$ cat src/rtl/bps_ram.sv
// Generic single write port, single read port RAM with registered read data.
module bps_ram #(
   parameter int WIDTH = 8,
   parameter int DEPTH = 16
) (
   input  logic                     clock,
   input  logic                     wr_en,
   input  logic [$clog2(DEPTH)-1:0] wr_addr,
   input  logic [WIDTH-1:0]         wr_data,
   input  logic [$clog2(DEPTH)-1:0] rd_addr,
   output logic [WIDTH-1:0]         rd_data
);

   logic [WIDTH-1:0] mem_ff [DEPTH];
   logic [WIDTH-1:0] rd_data_ff;

   always_ff @(posedge clock) begin
      if (wr_en) begin
         mem_ff[wr_addr] <= wr_data;
      end
      rd_data_ff <= mem_ff[rd_addr];
   end

   assign rd_data = rd_data_ff;

endmodule

$ cat config.mk
export PLATFORM = sky130hd
export DESIGN_NAME = bps_ram
export DESIGN_NICKNAME = d
export VERILOG_FILES = /design/src/rtl/bps_ram.sv
export SDC_FILE = /design/constraint.sdc
export NUM_CORES = 1
export LEC_CHECK = 0
export BUFFER_PORTS_ARGS = -buffer_cell sky130_fd_sc_hd__buf_2
export CAP_MARGIN = 20
export CORE_MARGIN = 3
export CORE_UTILIZATION = 30
export CTS_BUF_LIST = sky130_fd_sc_hd__clkbuf_8
export DETAILED_ROUTE_END_ITERATION = 16
export GPL_TIMING_DRIVEN = 0
export PLACE_DENSITY = 0.45
export SYNTH_ARGS = -nofsm -noshare
export SYNTH_HDL_FRONTEND = slang
export SYNTH_SLANG_ARGS = --single-unit
$ cat constraint.sdc
create_clock -name clock -period 1.7 [get_ports clock]
set_input_delay 0.255 -clock clock [delete_from_list [all_inputs] [get_ports clock]]
set_output_delay 0.255 -clock clock [all_outputs]
set_load 0.005 [all_outputs]
# After elaboration in Yosys (flattened, before gate mapping)
# Memories as Yosys holds them, arrays and structs flattened. A register that Yosys moved wholly into a read port is not among the register bits.
# Index checks and enable logic that the tools add are counted.
[totals]
regBits = 0
ram_bits = 128
in_bits = 18
out_inout_bits = 8
elab_cells = 3
mem_count = 1
[mem_list]
columns = ["memory", "words", "width", "read_ports", "rd_ports_with_merged_regs", "wr", "line", "text"]
rows = [
  ["mem_ff", 16, 8, 1, 1, 1, "14", "logic [WIDTH-1:0] mem_ff [DEPTH];"],
]
[classes]
mux = 2
[op_table]
columns = ["op", "n"]
rows = [
  ["1-bit 2-to-1 mux", 2],
]

# Logic depth before layout (Yosys ltp)
[depth]
word_depth = 2
ltp_mapped = 5
mapped_depth_nobuf = 3

# Worst setup path before layout
# OpenSTA, ideal clock, no wires.
[synth_timing]
path_kind = "input to register"
startpoint = "input port wr_addr[2]"
endpoint = "memory mem_ff[0][0], enable pin"
setup_ns = 0.383
arrival_time_ns = 1.365
required_ns = 1.317
path_slack_ns = -0.048
cell_stages = 2
n_path_buf = 0
path_cell_list = "or3b_2 -> nor3_1"
[synth_rtl]
columns = ["element", "line", "text"]
rows = [
  ["start: declaration", "8", "input logic [$clog2(DEPTH)-1:0] wr_addr,"],
  ["end: declaration", "14", ""],
]
# Straight into the memory's write port.

# Final worst setup path
[layout_timing]
startpoint = "input port wr_addr[2]"
endpoint = "memory mem_ff[3][0], enable pin"
# Straight into the memory's write port.

==> flow_summary_export.csv <==
group,metric,value,unit
power,seq_power_share,59.7,%
clock_tree,clock_latency,0.42,ns
power,p_sw_share,21.1,%
drt,via_per_inst,4.70,
clock_tree,cts_htree_levels,4,
clock_tree,root_buffer,"clkbuf_8",
worst_setup_path,cp-end-kind,"register",
die,io_pins,26,
power,power_switching,0.00133,W
power,vdd_drop_max,0.462,mV
worst_hold_path,hold_end,"mem_ff[12][2]$_DFFE_PP_",
worst_setup_path,worstPathArrival,1.65,ns
synthesis,synth_seq_cells,136,
grt,grt_max_degree,17,
drt,num_vias,2379,
worst_setup_path,slowest_stage,"nor2_1",
power,clkPwrFrac,34.5,%
clock_tree,postCtsSetupBuffers,0,
synthesis,ys_seq_area_share,77.8,%
final_layout,stdcell_count,506,
clock_tree,cts.clk_slew.worst_paths,0.07,ns
worst_setup_path,required,1.74,ns
place,hpwl,7.10,mm
worst_setup_path,critPathLaunch,"wr_addr[2]",
worst_hold_path,hold_start,"wr_data[2]",
worst_setup_path,r2r_slack,0.26,ns
sta,setup_viol,0,
place,portBuffers,24,
worst_hold_path,hold_path_depth,1,
drt,first_pass_iters,4,
sta,skew,0.00834,ns
sta,fin_hold_ws,0.242,ns
sta,fmax,0.623,GHz
clock_tree,cts_buffers,17,
grt,grt_pass1_vias,2491,
synthesis,ys.warnings.count,0,
die,die_w,137,µm
synthesis,ys_types,19,
synthesis,synth_nets,247,
final_layout,area_delta_synth_final,14.2,%
place,dp.cells,476,
synthesis,syn_inst,229,
final_layout,seqCellArea,4000,µm²
final_layout,layout_common_cells,"edfxtp_1 (128), buf_2 (28), mux4_2 (18)",
final_layout,nFillCells,1592,
worst_setup_path,worstSetupPathType,"in -> reg",
grt,grt_pass1_wl,16.1,mm
sta,fin_crit_sh,94.5,%
job,cap_violations,0,
grt,use_met1,17.2,%
run_status,status,"complete, no violations",
clock_tree,clock_path_buffers,2,
grt,antenna_found_initial,0,
sta,rsz0062_at_grt,"no",
sta,slew_headroom,37.6,%
final_layout,multi_input_area,1060,µm²
drt,routed_wl,11.1,mm
worst_hold_path,hold_class,"in -> reg",
worst_setup_path,crit_fanout,8,
final_layout,diodes,0,
grt,grt.overflow.total,0,
worst_setup_path,ff2ff_path_depth,3,
worst_setup_path,cp_num_buf_inv,1,
place,placed_area,5570,µm²
grt,grt_usage,12.7,%
die,start_util,30.8,%
drt,wl_per_cell,21.9,µm
clock_tree,cts_num_sinks,136,
drt,drtAntennaViolNets,0,
power,power_density,1070,nW/µm²
clock_tree,cts_tree,"yes",
worst_setup_path,critPathTopFamily,"simple AND/OR/NAND/NOR gates",
drt,drtIter0Drc,236,
die,row_count,47,
power,p_comb_share,5.8,%
drt,drc,0,
final_layout,final_net_count,293,
grt,top_usage_layer,"met2",
power,power_leakage,1.93,nW
sta,final_hold_viol_count,0,
clock_tree,cts-resized-gates,0,
synthesis,synth_area,5150,µm²
clock_tree,holdBufCountCts,0,
die,core-area,16700,µm²
synthesis,syn_area_per_cell,22.5,µm²
sta,worst_slew_pin_slew,0.932,ns
final_layout,layout-drive-gt1-share,26.6,%
grt,use_met2,18.8,%
final_layout,fin_area,5880,µm²
worst_setup_path,rr_startpoint,"mem_ff[3][7]$_DFFE_PP_",
die,die_y,137,µm
power,p_int,0.00497,W
worst_setup_path,rr_endpoint,"rd_data[7]$_DFF_P_",
worst_setup_path,cp-start-kind,"input port",
place,gp_congestion,0.730,
sta,maxSlewViolCount,0,
sta,timing.final.crit_period,1.61,ns
final_layout,finish.utilization,35.2,%
grt,grtUsageMet3,4.38,%
worst_setup_path,path_cells,"buf_2 -> or3b_2 -> nor2_1",
die,fp.dieArea,18800,µm²
final_layout,layout_commonest_cell,"edfxtp_1",
worst_setup_path,slowest_delay,0.73,ns
-- synthesized netlist by cell type --
library cell | instances | area (µm²)
edfxtp_1 | 128 | 3840
buf_2 | 3 | 15.0
mux4_1 | 14 | 368
clkdlybuf4s25_2 | 3 | 30.0
nand3b_1 | 2 | 15.0
nand2b_1 | 2 | 12.5
dfxtp_1 | 8 | 160
or3b_2 | 1 | 8.76
nor3_1 | 4 | 20.0
and2_1 | 1 | 6.26
nand3_1 | 1 | 5.00
a22oi_1 | 16 | 120
and2b_1 | 1 | 7.51
buf_4 | 1 | 7.51
mux4_2 | 18 | 405
nor2_1 | 13 | 48.8
buf_6 | 3 | 33.8
nor2b_1 | 1 | 6.26
nand2_1 | 9 | 33.8
-- worst register-to-register path: stages (launching register included) --
cell and delay, ns:
edfxtp_1 0.37, mux4_2 0.48, a22oi_1 0.38, nand2_1 0.09
-- logic make-up after synthesis --
logic type             synth area share [%]
multiplexers                           15.0
AO/OA/AOI/OAI                          2.33
flip-flops                             77.8
buffers and inverters                  1.68
AND/OR/NAND/NOR                        3.18
-- how the worst max path moves through the flow --
| stage | end | cells after the start |
|---|---|---|
| after floorplan | mem_ff[3][0]$_DFFE_PP_ | 2 |
| after global placement | mem_ff[8][2]$_DFFE_PP_ | 3 |
| after detailed placement | mem_ff[3][7]$_DFFE_PP_ | 3 |
| after CTS | mem_ff[3][5]$_DFFE_PP_ | 3 |
| after global routing | mem_ff[3][6]$_DFFE_PP_ | 3 |
| final | mem_ff[3][0]$_DFFE_PP_ | 3 |
-- power by group through the flow --
stage / Clock [W] / Combinational (W) / Sequential, W
after floorplan: 0 / 0.000191 / 0.00384
after global placement: 0 / 0.000371 / 0.00383
after detailed placement: 0 / 0.000377 / 0.00384
after CTS: 0.00226 / 0.000378 / 0.00376
after global routing: 0.00241 / 0.000398 / 0.00377
final: 0.00217 / 0.000367 / 0.00376
-- metrics by stage --
step	power (W)	TNS, ns	setup slack, ns
floorplan	0.00403	0	0.179
global route	0.00657	0	0.0778
detailed placement	0.00421	-11.24	-0.335
global placement	0.00420	-18.15	-0.413
finish	0.00630	0	0.0940
CTS	0.00640	0	0.129
-- state kept, by name, indices dropped and copies added, names as in the netlist --
signal and cells:
rd_data 8, mem_ff 128
-- cell type report --
type | instances | area share (%)
Sequential cell | 136 | 68.1
Multi-Input combinational cell | 83 | 18.1
Tap cell | 220 | 4.68
Clock buffer | 17 | 3.98
Timing Repair Buffer | 27 | 2.38
Buffer | 10 | 1.47
Clock inverter | 13 | 1.30
-- metal layers --
metal	up-vias	share of wire (%)	wire length [µm]
met1	1253	47	5200
met3	11	3.4	378
met4	0	2.2	247
met2	54	47	5230
met5	-	0	0
li1	1061	-	-
Note: power is estimated with default switching activity, not from simulation.
