$ cat src/rtl/bps_pkg.sv
// Shared types, sizes and a helper function of the bucket priority stack.
package bps_pkg;

   localparam int CAPACITY     = 256;
   localparam int ELEMENT_BITS = 32;
   localparam int LEVEL_BITS   = 4;
   localparam int LEVELS       = 1 << LEVEL_BITS;
   localparam int ADDR_BITS    = $clog2(CAPACITY);
   localparam int COUNT_BITS   = ADDR_BITS + 1;

   localparam int REQ_FIELD_BITS = ELEMENT_BITS + LEVEL_BITS;
   localparam int REQ_DATA_BITS  = ((REQ_FIELD_BITS + 7) / 8) * 8;
   localparam int RSP_FIELD_BITS = 2 + ELEMENT_BITS + LEVEL_BITS + COUNT_BITS + 1;
   localparam int RSP_DATA_BITS  = ((RSP_FIELD_BITS + 7) / 8) * 8;

   // Free list pointer value that means no released entry is waiting.
   localparam logic [COUNT_BITS-1:0] FREE_NONE = COUNT_BITS'(CAPACITY);
   localparam logic [COUNT_BITS-1:0] COUNT_FULL = COUNT_BITS'(CAPACITY);

   typedef enum logic {
      ACT_PUSH = 1'b0,
      ACT_POP  = 1'b1
   } bps_action_type;

   typedef enum logic [1:0] {
      STATUS_OK    = 2'd0,
      STATUS_EMPTY = 2'd1,
      STATUS_FULL  = 2'd2,
      STATUS_RANGE = 2'd3
   } bps_status_type;

   typedef enum logic [2:0] {
      ST_IDLE,
      ST_PUSH,
      ST_POP_LINK,
      ST_POP_HEAD,
      ST_POP_VALUE,
      ST_DONE
   } bps_state_type;

   typedef struct packed {
      bps_status_type            status;
      logic [ELEMENT_BITS-1:0]   top_element;
      logic [LEVEL_BITS-1:0]     top_level;
      logic [COUNT_BITS-1:0]     count;
      logic                      is_empty;
   } bps_result_type;

   // Highest set bit of the occupancy map, zero when no bucket is occupied.
   function automatic logic [LEVEL_BITS-1:0] highest_level(input logic [LEVELS-1:0] occ);
      logic [LEVEL_BITS-1:0] lv;
      lv = '0;
      for (int i = 0; i < LEVELS; i++) begin
         if (occ[i]) begin
            lv = LEVEL_BITS'(i);
         end
      end
      return lv;
   endfunction

endpackage

$ cat src/rtl/bps_engine.sv
// Sequencer and bookkeeping registers that drive the value, link and head memories.
module bps_engine import bps_pkg::*; (
   input  logic                    clock,
   input  logic                    reset,
   input  logic [LEVEL_BITS-1:0]   max_level,
   input  logic                    req_valid,
   output logic                    req_ready,
   input  bps_action_type          req_action,
   input  logic [ELEMENT_BITS-1:0] req_element,
   input  logic [LEVEL_BITS-1:0]   req_level,
   output logic                    result_valid,
   input  logic                    result_taken,
   output bps_result_type          result,
   output logic                    value_we,
   output logic [ADDR_BITS-1:0]    value_waddr,
   output logic [ELEMENT_BITS-1:0] value_wdata,
   output logic [ADDR_BITS-1:0]    value_raddr,
   input  logic [ELEMENT_BITS-1:0] value_rdata,
   output logic                    link_we,
   output logic [ADDR_BITS-1:0]    link_waddr,
   output logic [ADDR_BITS-1:0]    link_wdata,
   output logic [ADDR_BITS-1:0]    link_raddr,
   input  logic [ADDR_BITS-1:0]    link_rdata,
   output logic                    head_we,
   output logic [LEVEL_BITS-1:0]   head_waddr,
   output logic [ADDR_BITS-1:0]    head_wdata,
   output logic [LEVEL_BITS-1:0]   head_raddr,
   input  logic [ADDR_BITS-1:0]    head_rdata
);

   bps_state_type           state_ff, state_in;
   bps_status_type          status_ff, status_in;
   logic [ELEMENT_BITS-1:0] elem_ff, elem_in;
   logic [LEVEL_BITS-1:0]   level_ff, level_in;
   logic [ADDR_BITS-1:0]    node_ff, node_in;
   logic [LEVELS-1:0]       occupied_ff, occupied_in;
   logic [COUNT_BITS-1:0]   free_head_ff, free_head_in;
   logic [COUNT_BITS-1:0]   fresh_count_ff, fresh_count_in;
   logic [COUNT_BITS-1:0]   stored_count_ff, stored_count_in;
   logic [LEVEL_BITS-1:0]   top_ff, top_in;
   logic [ADDR_BITS-1:0]    top_head_ff, top_head_in;
   logic [ELEMENT_BITS-1:0] top_value_ff, top_value_in;

   logic                    start;
   logic                    free_avail;
   logic [ADDR_BITS-1:0]    alloc_node;
   logic                    push_range;
   logic                    push_full;
   logic                    pop_last;
   logic [LEVELS-1:0]       occ_after_pop;
   logic [LEVEL_BITS-1:0]   pop_next_top;

   assign result_valid = (state_ff == ST_DONE);
   assign req_ready    = (state_ff == ST_IDLE) || ((state_ff == ST_DONE) && result_taken);
   assign start        = req_valid && req_ready;

   assign free_avail = !free_head_ff[ADDR_BITS];
   assign alloc_node = free_avail ? free_head_ff[ADDR_BITS-1:0]
                                  : fresh_count_ff[ADDR_BITS-1:0];
   assign push_range = (req_level > max_level);
   assign push_full  = (stored_count_ff == COUNT_FULL);

   // A chain ends at an entry whose link points back at itself.
   assign pop_last = (link_rdata == top_head_ff);

   always_comb begin
      occ_after_pop = occupied_ff;
      if (pop_last) begin
         occ_after_pop[top_ff] = 1'b0;
      end
   end

   assign pop_next_top = highest_level(occ_after_pop);

   assign result.status      = status_ff;
   assign result.is_empty    = (stored_count_ff == '0);
   assign result.count       = stored_count_ff;
   assign result.top_level   = result.is_empty ? '0 : top_ff;
   assign result.top_element = result.is_empty ? '0 : top_value_ff;

   // Memory read ports; the read data arrives in the next cycle.
   assign link_raddr  = (req_action == ACT_PUSH) ? free_head_ff[ADDR_BITS-1:0] : top_head_ff;
   assign head_raddr  = start ? req_level : pop_next_top;
   assign value_raddr = (state_ff == ST_POP_HEAD) ? head_rdata : link_rdata;

   always_comb begin
      state_in = state_ff;
      unique case (state_ff) inside
         ST_IDLE, ST_DONE: begin
            if (start) begin
               if (req_action == ACT_PUSH) begin
                  state_in = (push_range || push_full) ? ST_DONE : ST_PUSH;
               end else begin
                  state_in = (stored_count_ff == '0) ? ST_DONE : ST_POP_LINK;
               end
            end else if (state_ff == ST_DONE && result_taken) begin
               state_in = ST_IDLE;
            end
         end
         ST_PUSH: begin
            state_in = ST_DONE;
         end
         ST_POP_LINK: begin
            if (stored_count_ff == COUNT_BITS'(1)) begin
               state_in = ST_DONE;
            end else if (!pop_last) begin
               state_in = ST_POP_VALUE;
            end else begin
               state_in = ST_POP_HEAD;
            end
         end
         ST_POP_HEAD: begin
            state_in = ST_POP_VALUE;
         end
         ST_POP_VALUE: begin
            state_in = ST_DONE;
         end
         default: begin
            state_in = ST_IDLE;
         end
      endcase
   end

   always_comb begin
      status_in       = status_ff;
      elem_in         = elem_ff;
      level_in        = level_ff;
      node_in         = node_ff;
      occupied_in     = occupied_ff;
      free_head_in    = free_head_ff;
      fresh_count_in  = fresh_count_ff;
      stored_count_in = stored_count_ff;
      top_in          = top_ff;
      top_head_in     = top_head_ff;
      top_value_in    = top_value_ff;
      value_we        = 1'b0;
      value_waddr     = node_ff;
      value_wdata     = elem_ff;
      link_we         = 1'b0;
      link_waddr      = node_ff;
      link_wdata      = node_ff;
      head_we         = 1'b0;
      head_waddr      = level_ff;
      head_wdata      = node_ff;

      unique case (state_ff) inside
         ST_IDLE, ST_DONE: begin
            if (start) begin
               elem_in  = req_element;
               level_in = req_level;
               node_in  = alloc_node;
               if (req_action == ACT_PUSH) begin
                  if (push_range) begin
                     status_in = STATUS_RANGE;
                  end else if (push_full) begin
                     status_in = STATUS_FULL;
                  end else begin
                     status_in = STATUS_OK;
                  end
               end else begin
                  status_in = (stored_count_ff == '0) ? STATUS_EMPTY : STATUS_OK;
               end
            end
         end
         ST_PUSH: begin
            value_we    = 1'b1;
            link_we     = 1'b1;
            link_wdata  = occupied_ff[level_ff] ? head_rdata : node_ff;
            head_we     = 1'b1;
            occupied_in[level_ff] = 1'b1;
            stored_count_in = stored_count_ff + COUNT_BITS'(1);
            if (free_avail) begin
               free_head_in = (link_rdata == node_ff) ? FREE_NONE : {1'b0, link_rdata};
            end else begin
               fresh_count_in = fresh_count_ff + COUNT_BITS'(1);
            end
            if (stored_count_ff == '0 || level_ff >= top_ff) begin
               top_in       = level_ff;
               top_head_in  = node_ff;
               top_value_in = elem_ff;
            end
         end
         ST_POP_LINK: begin
            // Release the top entry onto the free list and unlink it from its bucket.
            link_we     = 1'b1;
            link_waddr  = top_head_ff;
            link_wdata  = free_avail ? free_head_ff[ADDR_BITS-1:0] : top_head_ff;
            free_head_in = {1'b0, top_head_ff};
            head_we     = !pop_last;
            head_waddr  = top_ff;
            head_wdata  = link_rdata;
            occupied_in = occ_after_pop;
            stored_count_in = stored_count_ff - COUNT_BITS'(1);
            top_in      = pop_next_top;
            if (!pop_last) begin
               top_head_in = link_rdata;
            end
         end
         ST_POP_HEAD: begin
            top_head_in = head_rdata;
         end
         ST_POP_VALUE: begin
            top_value_in = value_rdata;
         end
         default: begin
            status_in = status_ff;
         end
      endcase
   end

   always_ff @(posedge clock) begin
      if (reset) begin
         state_ff        <= ST_IDLE;
         status_ff       <= STATUS_OK;
         occupied_ff     <= '0;
         free_head_ff    <= FREE_NONE;
         fresh_count_ff  <= '0;
         stored_count_ff <= '0;
         top_ff          <= '0;
      end else begin
         state_ff        <= state_in;
         status_ff       <= status_in;
         occupied_ff     <= occupied_in;
         free_head_ff    <= free_head_in;
         fresh_count_ff  <= fresh_count_in;
         stored_count_ff <= stored_count_in;
         top_ff          <= top_in;
      end
   end

   always_ff @(posedge clock) begin
      elem_ff      <= elem_in;
      level_ff     <= level_in;
      node_ff      <= node_in;
      top_head_ff  <= top_head_in;
      top_value_ff <= top_value_in;
   end

   assert property (@(posedge clock) disable iff (reset)
      stored_count_ff <= COUNT_FULL)
      else $error("stored count exceeds capacity");

   assert property (@(posedge clock) disable iff (reset)
      (stored_count_ff == '0) == (occupied_ff == '0))
      else $error("occupancy map disagrees with stored count");

   assert property (@(posedge clock) disable iff (reset)
      req_valid && req_ready && req_action == ACT_PUSH && req_level > max_level
      |=> state_ff == ST_DONE && status_ff == STATUS_RANGE)
      else $error("push above maximum level was not rejected");

   assert property (@(posedge clock) disable iff (reset)
      state_ff == ST_PUSH |=> stored_count_ff == $past(stored_count_ff) + COUNT_BITS'(1))
      else $error("push did not add one entry");

endmodule

$ cat config.mk
export PLATFORM = sky130hd
export DESIGN_NAME = bps_engine
export DESIGN_NICKNAME = d
export VERILOG_FILES = /design/src/rtl/bps_pkg.sv /design/src/rtl/bps_engine.sv
export SDC_FILE = /design/constraint.sdc
export NUM_CORES = 1
export LEC_CHECK = 0
export BUFFER_PORTS_ARGS = -buffer_cell sky130_fd_sc_hd__buf_2
export CORE_MARGIN = 1.5
export CORE_UTILIZATION = 56
export CTS_BUF_LIST = sky130_fd_sc_hd__clkbuf_4 sky130_fd_sc_hd__clkbuf_8 sky130_fd_sc_hd__clkbuf_16
export DETAILED_ROUTE_END_ITERATION = 10
export HOLD_SLACK_MARGIN = 0.1
export PLACE_DENSITY = 0.95
export SLEW_MARGIN = 20
export SYNTH_ARGS = -nofsm -noshare
export SYNTH_HDL_FRONTEND = slang
export SYNTH_SLANG_ARGS = --single-unit
$ cat constraint.sdc
create_clock -name clock -period 7.7 [get_ports clock]
set_clock_uncertainty 0.05 [all_clocks]
set_input_delay 0.385 -clock clock [delete_from_list [all_inputs] [get_ports clock]]
set_output_delay 0.385 -clock clock [all_outputs]
set_load 0.005 [all_outputs]
---- Yosys cells after proc, flatten, opt, wreduce, memory -nomap -nowiden ----
Cells that the tools add are included.
cells by class
  div/mod/pow operators ................... 0
  order comparisons ....................... 6
  multipliers ............................. 0
  shifts and indexed selects .............. 0
  $add $sub $neg .......................... 3
  muxes and demuxes ....................... 61
  reductions and logical operators ........ 23
  eq/ne operators ......................... 14
  bitwise gates (word level) .............. 3
operators by type and width
  operator                                                    count
  2-to-1 mux 8 bit                                            9
  2-to-1 mux 32 bit                                           2
  2-to-1 mux 4 bit                                            16
  case mux 32 bit (2 select lines)                            1
  case mux 9 bit (2 select lines)                             2
  case mux 16 bit (2 select lines)                            1
  case mux 8 bit (3 select lines)                             1
  2-to-1 mux 3 bit                                            7
  adder 9 x 1 -> 9 bit, second input constant                 2
  2-to-1 mux 9 bit                                            2
  bitwise AND 16 bit                                          1
  == test 8 bit                                               2
  2-to-1 mux 16 bit                                           1
  inverter 16 bit                                             1
  bitwise OR 16 bit                                           1
  case mux 8 bit (2 select lines)                             1
  case mux 3 bit (4 select lines)                             1
  AND reduction 2 bit                                         6
  less-than comparator 4 x 5 -> 1 bit, second input constant  2
  2-to-1 mux 2 bit                                            5
  == test 9 x 1 -> 1 bit, second input constant               1
  == test 9 bit, second input constant                        1
  zero test 9 bit                                             1
  subtractor 9 x 1 -> 9 bit, second input constant            1
  other kinds (22)                                            42
word-level totals
  output and inout bits ................... 141
  flip-flop bits (word level) ............. 136
  input port bits ......................... 93
  memories ................................ 0
  logic and storage cells ................. 124
  bits in writable memories ............... 0
  memory bits (read-only) ................. 0
  bits in latches ......................... 0

---- Logic depth before layout (Yosys ltp) ----
Gate-level depths: netlist of run 1.
  word-level depth ........................ 23
  mapped depth ............................ 10
  depth with buffers taken out ............ 9

---- Worst setup path after synthesis of run 1 ----
No wires, ideal clock.
  kind .................................... register to output
  start point ............................. reg state_ff[2]
  end point ............................... out head_raddr[2]
  cell stages (with the launch flop) ...... 9
  arrival time ............................ 2391 ps
  slack ................................... 4874 ps
  path buffers ............................ 1
  required time ........................... 7265 ps
  cell sequence ........................... dfxtp_1 > clkbuf_1 > nand3_1 > o21a_1 > nor2_1 > nand2_1 > inv_1 > nor3_1 > nor2_1
between the ends
  cells in the longest elaborated chain, start to end .. 5
  elaborated cells between the ends (all ways) .. 6
  those cells by class .................... 1 x eq/ne; 1 x mux; 4 x reduce/logical
ends and longest elaborated chain
  item                    line               source
  start, declared         bps_engine.sv:31   bps_state_type state_ff, state_in;
  start signal, assigned  bps_engine.sv:221  state_ff <= state_in;
  == test 3 bit           bps_engine.sv:54   assign req_ready = (state_ff == ST_IDLE) || ((state_ff == ST_DONE) && result_taken);
  logical AND 1 bit       bps_engine.sv:54
  logical OR 1 bit (*)    bps_engine.sv:54
  named net req_ready     bps_engine.sv:7    output logic req_ready,
  logical AND 1 bit (*)   bps_engine.sv:55   assign start = req_valid && req_ready;
  2-to-1 mux 4 bit (*)    bps_engine.sv:83   assign head_raddr = start ? req_level : pop_next_top;
  end, declared           bps_engine.sv:27   output logic [LEVEL_BITS-1:0] head_raddr,
Mark *: on every way through the listed nets, which the timed path passes. The rest lies on a longest branch.

---- Final worst setup path of run 1 ----
  start point ............................. reg state_ff[0]
  end point ............................... out link_wdata[0]
between the ends
  cells in the longest elaborated chain, start to end .. 2
  elaborated cells between the ends (all ways) .. 3
  those cells by class .................... 2 x eq/ne; 1 x mux
ends and longest elaborated chain
  item                                                                                      line               source
  == test 3 x 2 -> 1 bit (no source line) / == test 3 x 1 -> 1 bit (equally long branches)  --
  case mux 8 bit (2 select lines) (*)                                                       bps_engine.sv:146  unique case (state_ff) inside
  end, declared                                                                             bps_engine.sv:21   output logic [ADDR_BITS-1:0] link_wdata,
Every way passes the cells marked *; elsewhere a longest branch is shown, timed or not.

==> out/metrics.csv, run 1 <==
metric;value;unit
Synth Instances;774;
Die W;120;µm
dpl cell area;8820;µm²
synth unique cells;65;
status;completed;
Critical Path Sink Type;output pin;
RSZ-0062 raised after global routing;false;
synth warn;0;
Worst-Margin Slew;1.09;ns
Max Fclk;260;MHz
PostCTS Resize Cnt;0;
clock root cell;clkbuf_16;
Longest Clk Path Bufs;2;
Setup TNS;0;ns
Final Core Density;0.735;
initial antenna violation count;0;
Mapped Avg Cell Area;9.85;µm²
Worst EP required;7.26;ns
slew margin rel.;0.271;
synthesized cell area;7620;µm²
setup bufs post-CTS;0;
Setup WS post-layout;3.85;ns
Reg-to-Reg Start;stored_count_ff[3]$_SDFFE_PP0N_;
Die Area;14300;µm²
total CTS buffers;17;
CP max FO;23;
first-pass GRT wire length;37600;µm
# rows;42;
crit path to;link_wdata[0];
syn nets;879;
area growth from synthesis to layout;27.7;%
Avg WL per Cell;20.3;µm
WL final;24400;µm
CTS Sinks;135;
Crit. Startpoint;state_ff[0]$_SDFFE_PP0P_;
I/O Pins;234;
PwrDens;270;nW/µm²
endpoints failing hold;0;
clock latency on the worst-skew pair;0.43;ns
CP delay by family, top;flip-flops;
Leak;0.00405;µW
#FFs+latches synth;135;
sequential area share after synthesis;0.465;
Post-synth ARST share;0;
max-cap violation count;0;
GR Util All Layers;0.340;
class of the worst hold path;input port to register;
via count;7348;
Synth Flop Type;edfxtp_1;
Critical-path top delay cell;dfxtp_1;
crit path DAT;3.42;ns
Residual DRC;0;
Crit. path cell count;6;
startpoint types;register;
most common cell after layout, fill and taps aside;buf_2;
H-tree depth;4;
DRT iter0 DRCs;825;
Finished Cell Area;9740;µm²
Core Box Area;13200;µm²
Initial Utilization;0.576;
vias in the first global route;6951;
gr ovfl total;0;
DR vias/cell;6.11;
worst path buffer plus inverter count;2;
port bufs;233;
fin nets;1118;
Max Transition Viols Final;0;
routability cong.;1.00;
CP cell instances;nand2_1 -> inv_1 -> and2_1 -> a21oi_1 -> o21ai_1 -> buf_2;
CP peak stage delay;1.04;ns
Reg2Reg Capture Point;top_head_ff[5]$_DFFE_PP_;
final worst path period share;0.500;
drt first pass iters;6;
Reg2Reg Depth;8;
height of the die;120;µm
Place WS;4.32;ns
Final HPWL DP;16200;µm
largest net degree at the start of global routing;53;
Antenna Cells;0;
worst ir drop on vdd;0.000196;V
Antenna Nets Post-Route;0;
TritonCTS clock tree;built;
clk slew on worst S/H paths;0.06;ns
share of layout cells above drive strength 1;0.340;
kind of critical path;register to output pin;
Final Critical Period;3.85;ns
most frequent cells in the layout;buf_2 (233), nand2_1 (117), edfxtp_1 (84);
final setup fails;0;
flop-to-flop setup slack;4.33;ns
EDFF count, synth;84;
## cells in the mapped netlist, types with 12 or more instances
cell type  count  share of area
nand3_1       13         0.0085
dfxtp_1       51           0.13
clkbuf_1      33          0.016
edfxtp_1      84           0.33
xor2_1        19          0.022
o21ai_0       29          0.019
ha_1          12          0.020
nor2_1        78          0.038
a21oi_1       47          0.031
mux2_2        48          0.071
nand2_1      117          0.058
nand2b_1      15          0.012
nor2b_1       34          0.028
inv_1         15         0.0074
## worst reg2reg max path, delay by kind of cell, from the launching register on
kind / cells / cell delay [ns]
AO/OA/AOI/OAI: 2 / 1.04
buffers and inverters: 1 / 0.53
flip-flops: 1 / 0.39
AND/OR/NAND/NOR: 5 / 1.00
## worst min path at each step
stage,startpoint,to,cells after the start
after detailed placement,status_ff[0]$_SDFFE_PP0P_,status_ff[0]$_SDFFE_PP0P_,2
after floorplan,occupied_ff[0]$_SDFFE_PP0P_,occupied_ff[0]$_SDFFE_PP0P_,2
final,req_level[3],level_ff[3]$_DFFE_PP_,1
after global routing,req_level[3],level_ff[3]$_DFFE_PP_,1
after global placement,occupied_ff[0]$_SDFFE_PP0P_,occupied_ff[0]$_SDFFE_PP0P_,2
after CTS,req_level[3],level_ff[3]$_DFFE_PP_,1
## stage by stage
step / instances / total power, µW / hold slack (ns)
5_1_grt: 1202 / 2730 / 0.116
3_3_place_gp: 1138 / 1750 / 0.433
2_1_floorplan: 774 / 1480 / 0.399
4_1_cts: 1202 / 2600 / 0.111
6_report: 1202 / 2630 / 0.126
3_5_place_dp: 1138 / 1770 / 0.444
## final cells by class
cell class / count / area, µm²
Fill cell: 935 / 3500
Sequential cell: 135 / 3540
Inverter: 18 / 67.6
Clock buffer: 17 / 425
Multi-Input combinational cell: 573 / 3800
Clock inverter: 15 / 170
Timing Repair Buffer: 268 / 1510
Tap cell: 176 / 220
## registers in the layout, summed over array words and instances (netlist names), 8 cells and up
name             count
free_head_ff         9
top_value_ff        32
fresh_count_ff       8
value_wdata         32
value_waddr          8
stored_count_ff      9
occupied_ff         16
top_head_ff          8
## where the power goes
group          total (µW)  internal, µW  switching (µW)
registers            1050           932             120
logic                 753           320             432
clock network         826           485             341
total                2630          1740             894
## layer usage
layer	global-route usage	wire [µm]
met1	0.431	8980
met2	0.570	12100
met3	0.0713	2300
met4	0.138	980
met5	0	0
## what timing repair did
action                     4_1_cts  5_1_grt
hold endpoints to repair        32        0
hold buffers                    32        0
setup endpoints to repair        0        0
## cells by family (layout without fill, tap and decap cells)
kind of cell,count (synthesis),after routing,share of synthesized area
mux,62,62,0.0975
xor+xnor,31,31,0.0450
buf+inv,66,318,0.0379
fa+ha+maj,12,12,0.0197
flops,135,135,0.465
simple gates,307,307,0.194
compound gates,161,161,0.141
Note: power is estimated with default switching activity, not from simulation.
==> inputs of run 2 (changes only) <==
- CORE_UTILIZATION: 56 -> 47
- PLACE_DENSITY: 0.95 -> 0.88
- clock period: 7.7 -> 3.35 ns (I/O delays scaled with it)
==> out/metrics.csv, run 2 (synthesis results as in run 1) <==
metric;value;unit;change
status;completed;;
clock latency on the worst-skew pair;0.43;ns;about the same
Finished Cell Area;10400;µm²;+7.0%
startpoint types;register;;
PwrDens;581;nW/µm²;+110%
Worst-Margin Slew;1.03;ns;-0.0665 ns
total CTS buffers;17;;unchanged
RSZ-0062 raised after global routing;false;;
slew margin rel.;0.317;;+0.0453
Sw Pwr;2050;µW;+130%
Longest Clk Path Bufs;2;;unchanged
final setup fails;0;;unchanged
combinational fraction of design power;0.319;;+0.033
Leak;0.00435;µW;+7.3%
initial antenna violation count;0;;unchanged
height of the die;130;µm;+8.9%
most frequent cells in the layout;buf_2 (233), nand2_1 (117), edfxtp_1 (84);;
Worst EP required;3.13;ns;-4.13 ns
DRT iter0 DRCs;674;;-18%
Clk pwr share;0.295;;-0.019
I/O Pins;234;;unchanged
Residual DRC;0;;unchanged
CP max FO;11;;-52%
Setup TNS;0;ns;unchanged
clk slew on worst S/H paths;0.06;ns;about the same
kind of critical path;register to output pin;;
clock root cell;clkbuf_16;;
class of the worst hold path;input port to register;;
Avg WL per Cell;19.2;µm;-5.5%
WL final;25200;µm;+3.3%
vias in the first global route;7024;;+1.1%
Final Critical Period;3.23;ns;
drt first pass iters;5;;-1
H-tree depth;4;;unchanged
routability cong.;0.991;;-0.94%
Max Transition Viols Final;0;;unchanged
final worst path period share;0.964;;
most common cell after layout, fill and taps aside;buf_2;;
TritonCTS clock tree;built;;
via count;7476;;+1.7%
fin nets;1190;;+6.4%
crit path DAT;3.01;ns;-0.41 ns
Core Box Area;15900;µm²;+20%
area growth from synthesis to layout;36.6;%;
Initial Utilization;0.480;;-0.0958
GR Util All Layers;0.295;;-0.0453
port bufs;233;;unchanged
gr ovfl total;0;;unchanged
max-cap violation count;0;;unchanged
worst ir drop on vdd;0.000409;V;+110%
Internal;4000;µW;+130%
Max Fclk;310;MHz;
Flop pwr share;0.386;;-0.014
endpoints failing hold;0;;unchanged
share of layout cells above drive strength 1;0.337;;-0.00318
largest net degree at the start of global routing;41;;-23%
Critical Path Sink Type;output pin;;
first-pass GRT wire length;38100;µm;+1.3%
PostCTS Resize Cnt;0;;unchanged
Antenna Cells;0;;unchanged
DR vias/cell;5.69;;-6.9%
dpl cell area;9020;µm²;+2.3%
Die W;130;µm;+8.9%
# rows;46;;+9.5%
switching part of the total;0.339;;-0.000403
Die Area;17000;µm²;+19%
Final HPWL DP;16900;µm;+4.2%
CTS Sinks;135;;unchanged
fill cell count;1192;;+27%
Antenna Nets Post-Route;0;;unchanged
## run 2: cell count changes in the layout (fill, tap and decap cells not counted), sizes merged
cell         previous run  this run
dlygate4sd3            32        80
buf                   236       260
clkinv                  6        10
inv                    22        19
bufinv                  2         1
## run 2: worst paths after layout
| check | to | slack [ns] | from | depth (start not counted) |
|---|---|---|---|---|
| setup / recovery | head_raddr[0] | 0.12 | top_head_ff[1]$_DFFE_PP_ | 7 |
| hold / removal | state_ff[1]$_SDFFE_PP0P_ | 0.12 | result_taken | 5 |
| setup reg to reg | top_value_ff[26]$_DFFE_PP_ | 0.34 | stored_count_ff[3]$_SDFFE_PP0N_ | 9 |
| hold reg to reg | occupied_ff[0]$_SDFFE_PP0P_ | 0.45 | occupied_ff[0]$_SDFFE_PP0P_ | 2 |
## run 2: cell type report
class                           count  area (µm²)  share of cell area
Inverter                           18        67.6             0.00649
Timing Repair Buffer              340        2180               0.209
Tap cell                          216         270              0.0259
Clock inverter                     15         130              0.0125
Clock buffer                       17         425              0.0408
Multi-Input combinational cell    573        3800               0.365
Sequential cell                   135        3540               0.340
## run 2: through the flow
step / setup WS (ns) / std cells / power, µW / util / hold slack [ns]
4_1_cts: 0.0820 / 1309 / 5980 / 0.653 / 0.105
5_1_grt: 0.0417 / 1314 / 6310 / 0.656 / 0.126
6_report: 0.120 / 1314 / 6050 / 0.656 / 0.121
3_3_place_gp: 0.512 / 1197 / 4110 / 0.568 / 0.293
3_5_place_dp: 0.403 / 1197 / 4150 / 0.568 / 0.296
2_1_floorplan: 0.723 / 774 / 3390 / - / 0.216
## run 2: timing repair
item	4_1_cts	5_1_grt
hold endpoints to repair	80	0
endpoints found under the setup margin	0	4
buffers inserted	0	5
hold buffers	80	0
## run 2: worst max-delay path, stage by stage (launching register included)
cell and delay, ns:
edfxtp_1 0.47, xnor2_2 0.29, and4_4 0.40, nand2_1 0.17, o311ai_0 0.86, nand2_1 0.12
o22ai_1 0.14, buf_2 0.14
## run 2: layer usage
layer,up-vias,part of all wire,GRT usage
met5,-,0,0
met4,0,0.031,0.130
met3,69,0.082,0.0668
met2,441,0.48,0.467
met1,3522,0.41,0.389
li1,3444,-,-
## run 2: power by group through the flow
stage	Combinational, µW	Sequential, µW	Clock [µW]
4_1_cts	1870	2330	1780
2_1_floorplan	1090	2300	0
5_1_grt	2080	2360	1870
6_report	1930	2340	1780
3_5_place_dp	1790	2360	0
3_3_place_gp	1770	2340	0
==> inputs of run 3 (changes only) <==
- PLACE_DENSITY: 0.88 -> 0.89
==> out/metrics.csv, run 3 (synthesis results as in run 1) <==
metric;value;unit;change
most common cell after layout, fill and taps aside;buf_2;;
Reg2Reg Capture Point;top_head_ff[5]$_DFFE_PP_;;
Final HPWL DP;16800;µm;-0.50%
Final Critical Period;3.18;ns;-0.0458 ns
total CTS buffers;17;;unchanged
clock root cell;clkbuf_16;;
Reg-to-Reg Start;stored_count_ff[3]$_SDFFE_PP0N_;;
RSZ-0062 raised after global routing;false;;
worst path buffer plus inverter count;1;;unchanged
final worst path period share;0.951;;-0.0137
Antenna Nets Post-Route;0;;unchanged
area growth from synthesis to layout;37.7;%;
Max Fclk;314;MHz;+1.4%
Reg2Reg Depth;8;;-1
Avg WL per Cell;19.7;µm;+2.9%
drt first pass iters;7;;+2
worst hold stages;3;;-2
critical hold path startpoint;head_rdata[7];;
hold endpoint;top_head_ff[7]$_DFFE_PP_;;
vias in the first global route;7276;;+3.6%
Core Box Area;15900;µm²;unchanged
WL final;25900;µm;+2.6%
CP max FO;9;;-2
Max Transition Viols Final;0;;unchanged
most frequent cells in the layout;buf_2 (233), nand2_1 (117), edfxtp_1 (84);;
status;completed;;
WHS;0.127;ns;+0.00522 ns
height of the die;130;µm;unchanged
Setup TNS;0;ns;unchanged
port bufs;233;;unchanged
Critical Path Sink Type;output pin;;
via count;7538;;+0.83%
# rows;46;;unchanged
routability cong.;0.957;;-3.5%
Antenna Cells;0;;unchanged
clk slew on worst S/H paths;0.06;ns;about the same
Worst-Margin Slew;0.943;ns;-0.0821 ns
final setup fails;0;;unchanged
post-placement cell count;1193;;-0.33%
GR Util All Layers;0.302;;+0.00665
Longest Clk Path Bufs;2;;unchanged
H-tree depth;4;;unchanged
Place WS;0.509;ns;+0.107 ns
endpoints failing hold;0;;unchanged
class of the worst hold path;input port to register;;
initial antenna violation count;0;;unchanged
fin nets;1186;;-0.34%
DRT iter0 DRCs;766;;+14%
TritonCTS clock tree;built;;
CTS Sinks;135;;unchanged
clock latency on the worst-skew pair;0.42;ns;about the same
fill cell count;1236;;+3.7%
flop-to-flop setup slack;0.43;ns;+0.09 ns
PwrDens;605;nW/µm²;+4.1%
first-pass GRT wire length;38800;µm;+1.9%
DR vias/cell;5.75;;+1.1%
startpoint types;register;;
kind of critical path;register to output pin;;
Worst EP required;3.13;ns;about the same
worst ir drop on vdd;0.000354;V;-13%
Setup WS post-layout;0.166;ns;+0.0458 ns
Critical-path top delay cell;o41a_1;;
largest net degree at the start of global routing;34;;-17%
Initial Utilization;0.480;;unchanged
gr ovfl total;0;;unchanged
max-cap violation count;0;;unchanged
share of layout cells above drive strength 1;0.338;;+0.00123
slew margin rel.;0.371;;+0.0547
I/O Pins;234;;unchanged
Residual DRC;0;;unchanged
CP cell instances;xnor2_2 -> nand4_4 -> o41a_1 -> o32ai_2 -> o311ai_1 -> a31o_1 -> a31oi_1 -> buf_2;;
CP peak stage delay;0.52;ns;-0.34 ns
Die Area;17000;µm²;unchanged
Leak;0.00438;µW;+0.77%
Die W;130;µm;unchanged
Finished Layout Cells;1310;;-0.30%
CP delay by family, top;compound AO/OA/AOI/OAI gates;;
crit path DAT;2.97;ns;-0.04 ns
==> run 3: metrics by stage <==
stage                     total power, µW  utilization  area, µm²
after floorplan                      3390            -       7620
after global placement               4090        0.566       8990
after detailed placement             4140        0.566       8990
after CTS                            6300        0.658      10400
after global routing                 6630        0.661      10500
final                                6350        0.661      10500
==> run 3: final cells by class <==
type / instances / area, µm² / share of cell area
well taps: 216 / 270 / 0.0257
multi-input cells: 573 / 3810 / 0.363
inverters: 18 / 67.6 / 0.00643
clock buffers: 18 / 433 / 0.0412
flip-flops and latches: 135 / 3540 / 0.337
clock inverters: 14 / 221 / 0.0211
repair buffers: 336 / 2150 / 0.205
==> run 3: worst max path at each step <==
stage,from,endpoint,slack [ns],cells after the start
6_report,top_head_ff[3]$_DFFE_PP_,head_raddr[1],0.17,8
5_1_grt,top_head_ff[3]$_DFFE_PP_,head_raddr[0],0.01,8
4_1_cts,level_ff[1]$_DFFE_PP_,link_wdata[7],0.10,6
3_5_place_dp,stored_count_ff[3]$_SDFFE_PP0N_,top_head_ff[5]$_DFFE_PP_,0.51,8
3_3_place_gp,stored_count_ff[3]$_SDFFE_PP0N_,top_head_ff[5]$_DFFE_PP_,0.60,8
2_1_floorplan,state_ff[2]$_SDFFE_PP0P_,state_ff[1]$_SDFFE_PP0P_,0.72,8
==> run 3: worst register-to-register path, cell delays in order (launching register included) <==
cell and delay (ns):
dfxtp_1 0.40, nor4_1 0.41, nand2_1 0.14, nor2_1 0.19, nand2_1 0.13, inv_2 0.18, a211o_1 0.22, nand2_1 0.07
a21oi_1 0.75
==> run 3: power by group <==
group          internal [µW]  switching [µW]  total (µW)
clock                   1340             752        2090
combinational            819            1090        1910
sequential              2140             210        2350
total                   4300            2050        6350
==> run 3: layer usage <==
metal,GRT usage,part of all wire
met1,0.381,0.38
met5,0,0
met2,0.495,0.49
met3,0.0648,0.088
met4,0.144,0.036
==> run 3: timing repair <==
item,4_1_cts,5_1_grt
hold buffers,80,0
resized for setup,0,2
setup buffers,0,5
setup endpoints to repair,0,3
hold endpoints to repair,80,0
